$ cat config.mk
export PLATFORM = sky130hd
export DESIGN_NAME = brf_merge
export DESIGN_NICKNAME = d
export VERILOG_FILES = /design/src/brf_pkg.sv /design/src/brf_merge.sv
export SDC_FILE = /design/constraint.sdc
export NUM_CORES = 1
export LEC_CHECK = 0
export BUFFER_PORTS_ARGS = -buffer_cell sky130_fd_sc_hd__buf_4
export CAP_MARGIN = 5
export CORE_MARGIN = 3
export CORE_UTILIZATION = 46
export DETAILED_ROUTE_END_ITERATION = 6
export PLACE_DENSITY = 0.83
export SETUP_SLACK_MARGIN = 0.05
export SYNTH_ARGS = -nofsm -noshare
export SYNTH_HDL_FRONTEND = slang
export SYNTH_SLANG_ARGS = --single-unit
$ cat constraint.sdc
create_clock -name vclk -period 5.5
set_input_delay 0.55 -clock vclk [all_inputs]
set_output_delay 0.55 -clock vclk [all_outputs]
set_load 0.01 [all_outputs]
$ cat src/brf_pkg.sv
// Shared widths, operation codes and command types for the byte ring buffer.
package brf_pkg;

  // Fixed field widths of the request and result transfers.
  localparam int OP_W        = 3;
  localparam int LEN_W       = 4;
  localparam int BYTE_W      = 8;
  localparam int MAX_LANES   = 8;
  localparam int DATA_W      = MAX_LANES * BYTE_W;
  localparam int SPACE_W     = 10;
  localparam int IN_TDATA_W  = 72;
  localparam int OUT_TDATA_W = 88;

  // Default configuration of the top level.
  localparam int DEPTH_DEF = 1024;
  localparam int LANES_DEF = 8;

  // Request operation codes.
  typedef enum logic [OP_W-1:0] {
    OP_WRITE  = 3'd0,
    OP_BEGIN  = 3'd1,
    OP_AMEND  = 3'd2,
    OP_COMMIT = 3'd3,
    OP_READ   = 3'd4,
    OP_PEEK   = 3'd5,
    OP_SKIP   = 3'd6,
    OP_RESET  = 3'd7
  } op_e;

  // Memory command broadcast to every byte lane.
  typedef struct packed {
    logic             wr;
    logic             rd;
    logic [LEN_W-1:0] len;
  } mem_cmd_t;

endpackage

$ cat src/brf_merge.sv
// Rotates bank read data back into request byte order and masks unused bytes.
module brf_merge import brf_pkg::*; #(
  parameter int LANES  = 8,
  parameter int BANKS  = 8,
  parameter int BANK_W = 3
) (
  input  logic [BANKS-1:0][BYTE_W-1:0] bank_rdata_i,
  input  logic [BANK_W-1:0]            base_bank_i,
  input  logic [LEN_W-1:0]             count_i,
  input  logic                         rd_i,
  output logic [DATA_W-1:0]            read_data_o
);

  // Byte i of the result comes from the bank that held address base + i.
  always_comb begin
    read_data_o = '0;
    for (int i = 0; i < MAX_LANES; i++) begin
      if (rd_i && (i < LANES) && (LEN_W'(i) < count_i)) begin
        read_data_o[i*BYTE_W +: BYTE_W] =
          bank_rdata_i[base_bank_i + BANK_W'(i)];
      end
    end
  end

endmodule

* Word-level counts from Yosys, hierarchy flattened *
Index checks and enable logic that the tools add are counted.

cells by class
  $add $sub $neg = 7
  order comparisons = 16
  mux-type cells = 24
  reduce and logical (&&, ||, !) cells = 8

operators by type and width
  kind                                                                   count
  8-bit binary-select mux with 3-bit select                              8
  8-bit 2-to-1 mux                                                       16
  3-bit by 4-bit < comparator with 1-bit output (second input constant)  8
  3-bit by 4-bit < comparator with 1-bit output (first input constant)   4
  3-bit adder (second input constant)                                    4
  1-bit logical AND                                                      8
  1-bit by 4-bit < comparator with 1-bit output (first input constant)   2
  2-bit by 4-bit < comparator with 1-bit output (first input constant)   2
  3-bit by 2-bit adder with 3-bit output (second input constant)         2
  3-bit by 1-bit adder with 3-bit output (second input constant)         1

word-level totals
  register bits after elaboration = 0
  output and inout bits = 64

* Depth between registers and ports, before layout *
  depth after elaboration = 4
  depth in mapped cells = 11
  mapped depth without buffers = 6

* Worst setup path before layout *
Ideal clock, no wire load.

  path kind = input to output
  start = input port base_bank_i[0]
  end = output port read_data_o[25]
  arrival = 2.450 ns
  slack = 2.500 ns
  cell stages on the path = 10
  cell sequence = buf_4 buf_6 clkbuf_8 inv_1 ha_1 buf_2 buf_2 mux2_2 o21ai_0 o22ai_1

between the ends
  longest elaborated chain between the ends = 4

RTL lines
  what                                       RTL line         text
  start, declared                            brf_merge.sv:8   input logic [BANK_W-1:0] base_bank_i,
  3-bit by 2-bit adder with 3-bit output     brf_merge.sv:20  bank_rdata_i[base_bank_i + BANK_W'(i)];
  8-bit binary-select mux with 3-bit select  brf_merge.sv:20
  8-bit 2-to-1 mux (implied by the code)     brf_merge.sv:20
  8-bit 2-to-1 mux                           brf_merge.sv:18  if (rd_i && (i < LANES) && (LEN_W'(i) < count_i)) begin
  end, declared                              brf_merge.sv:11  output logic [DATA_W-1:0] read_data_o

No other way between the ends. The select of a mux whose other input is x is not followed.

* Worst setup path after layout *
  start = input port base_bank_i[0]
  end = output port read_data_o[57]

between the ends
  longest elaborated chain between the ends = 4

RTL lines
  what                                       RTL line
  3-bit adder                                brf_merge.sv:20
  8-bit binary-select mux with 3-bit select  brf_merge.sv:20
  8-bit 2-to-1 mux (implied by the code)     brf_merge.sv:20
  8-bit 2-to-1 mux                           brf_merge.sv:18

No other way between the ends. The select of a mux whose other input is x is not followed.

==> results.md <==
- Post-CTS Setup Repair Bufs: 0
- Via/cell ratio: 7.098
- Cell variety after synth: 34
- CLK BUF: 0
- Hold Path Depth: 4
- Worst slew margin: 33.13%
- Placed wire-length estimate: 8450 microns
- Hold crit path type: in -> out
- Status: finished clean
- Via count: roughly 3.7k
- Maxcap violations: 0
- Tot GR Track Use: 29.82%
- Final worst slack: approximately 1.3 ns
- Final wirelength: between 10000 and 15000 microns
- Setup TNS: 0 ns
- Syn Area/Cell: 8.698 sq um
- Inserted Diodes: 0
- Yosys top cell by area: mux4_2
- Worst setup EP type: output port
- Register area: 0 sq um
- Final worst-path cycle share: 76.96%
- Leakage power: 1.697 nW
- Slew @ Worst Pin: roughly 1 ns
- DRC viols: 0
- Die width: 85.23 microns
- First-pass GRT wire length: 17560 microns
- Overall power: 433.9 uW
- Final worst path period need: 4.233 ns
- Worst path required time: 4.95 ns
- Final antenna-violating net count: 0
- Nets@finish: 519
- Pwr/cell area: 114.3 nW/um^2
- VDD IR max: ~0.086 mV
- Initial antenna violation count: 0
- Placed inst area: 3797 sq um
- DIE HEIGHT: 85.23 microns
- Largest net degree at the start of global routing: 83
- Syn nets: slightly above 400
- Post-CTS Resized: 0
- Max Fclk: 236.3 MHz
- Hold Buf Count CTS: 0
- P&R area growth vs syn: 31.50%
- Port Buffer Count: 136
- RSZ-0062 raised after global routing: no
- Crit path kind: in -> out
- Layout cell share with drive strength beyond 1: a little under half
- Core Region: 5991 sq um
- DP Worst Slack: 1.284 ns
- Vias in the first global route: about 3.5k
- I/O Pins: 136
- Die area: 7264 sq um
- Cells after Synth: approximately 330
- Worst setup SP type: input pin
- Commonest non-fill, non-tap cell in the layout: buf_4
- Final Wtd Congestion: 0.9253
- Drt wl/cell: around 22 microns
- Cell Rows: 28
- First DRT Iteration DRCs: 363
- DR pass1 iterations: 5
- Synth top area cells: mux4_2 23%, mux2_2 12%, mux2i_1 10%
- Gr ovfl total: 0
- Seq_cells: 0
- Final Hold Vio Count: 0
- Max-slew violations: 0
- Initial core utilization: 48.20%
- Yosys top cell area share: between 20% and 30%
- Setup violators final: 0
- Final Cell Area: 3797 sq um
- Peak fanout along the critical path: 82
- Sequential fraction of the synthesis area: 0%
- Most frequent cells in the layout: 138 x buf_4, 42 x nor2_1, 32 x mux2_2, 32 x a22o_1, 30 x mux2i_1
- Worst Path Arrival: 3.68 ns
- Cell area after synthesis: 2888 sq um
- YS warnings: 0
## critical path: stages
cell	delay [ns]
buf_4	0.74
inv_1	0.27
ha_2	0.81
buf_4	0.40
mux2_2	0.37
o21ai_0	0.23
o22ai_1	0.14
buf_4	0.16
## final cells by class
cell class | instances | area, sq um
multi-input combinational | 300 | 2649
fill | 543 | 2193
tap | 75 | 93.84
inverter | 5 | 18.77
timing repair buffer | 138 | 1036
## power by group
group          switching, mW  leakage, nW  internal, mW
Combinational          0.220         1.70         0.214
Clock                      0            0             0
Sequential                 0            0             0
Total                  0.220         1.70         0.214
## per-layer routing
metal	vias to the layer above	GRT usage [%]	part of all wire, %
met5	-	0	0
met4	0	11.37	3.5
met3	47	6.019	12
met2	308	50.78	48
met1	1747	37.02	36
li1	1575	-	-
## final timing paths
path,start,to,slack [ns]
hold / removal,count_i[3],read_data_o[57],1.53
setup / recovery,base_bank_i[0],read_data_o[57],1.27
## kinds of logic (layout without fill, tap and decap cells)
group / count (synthesis) / after routing / synth area share, %
xor+xnor: 3 / 3 / 0.9100
mux: 96 / 96 / 50.04
buf+inv: 32 / 143 / 8.362
simple gates: 82 / 82 / 11.61
compound gates: 117 / 117 / 28.21
fa+ha+maj: 2 / 2 / 0.8664
## synth_stat cells (3+ instances only)
master	count
a2111oi_1	3
a21oi_1	26
a22o_1	32
a31o_1	3
a31o_2	4
buf_2	10
buf_6	6
clkbuf_1	4
clkbuf_8	4
inv_1	5
mux2_2	32
mux2i_1	30
mux4_1	5
mux4_2	29
nand2_1	23
nand3_1	4
nor2_1	42
nor3_1	8
o21ai_0	17
o22ai_1	23
or2_2	3
## through the flow
stage	std cells	hold WS (ns)	utilization (%)
6_report	518	1.531	63.39
5_1_grt	518	1.565	63.39
4_1_cts	518	1.533	63.39
3_5_place_dp	518	1.527	63.39
3_3_place_gp	518	1.531	63.39
2_1_floorplan	332	1.251	-
Note: power is estimated with default switching activity, not from simulation.
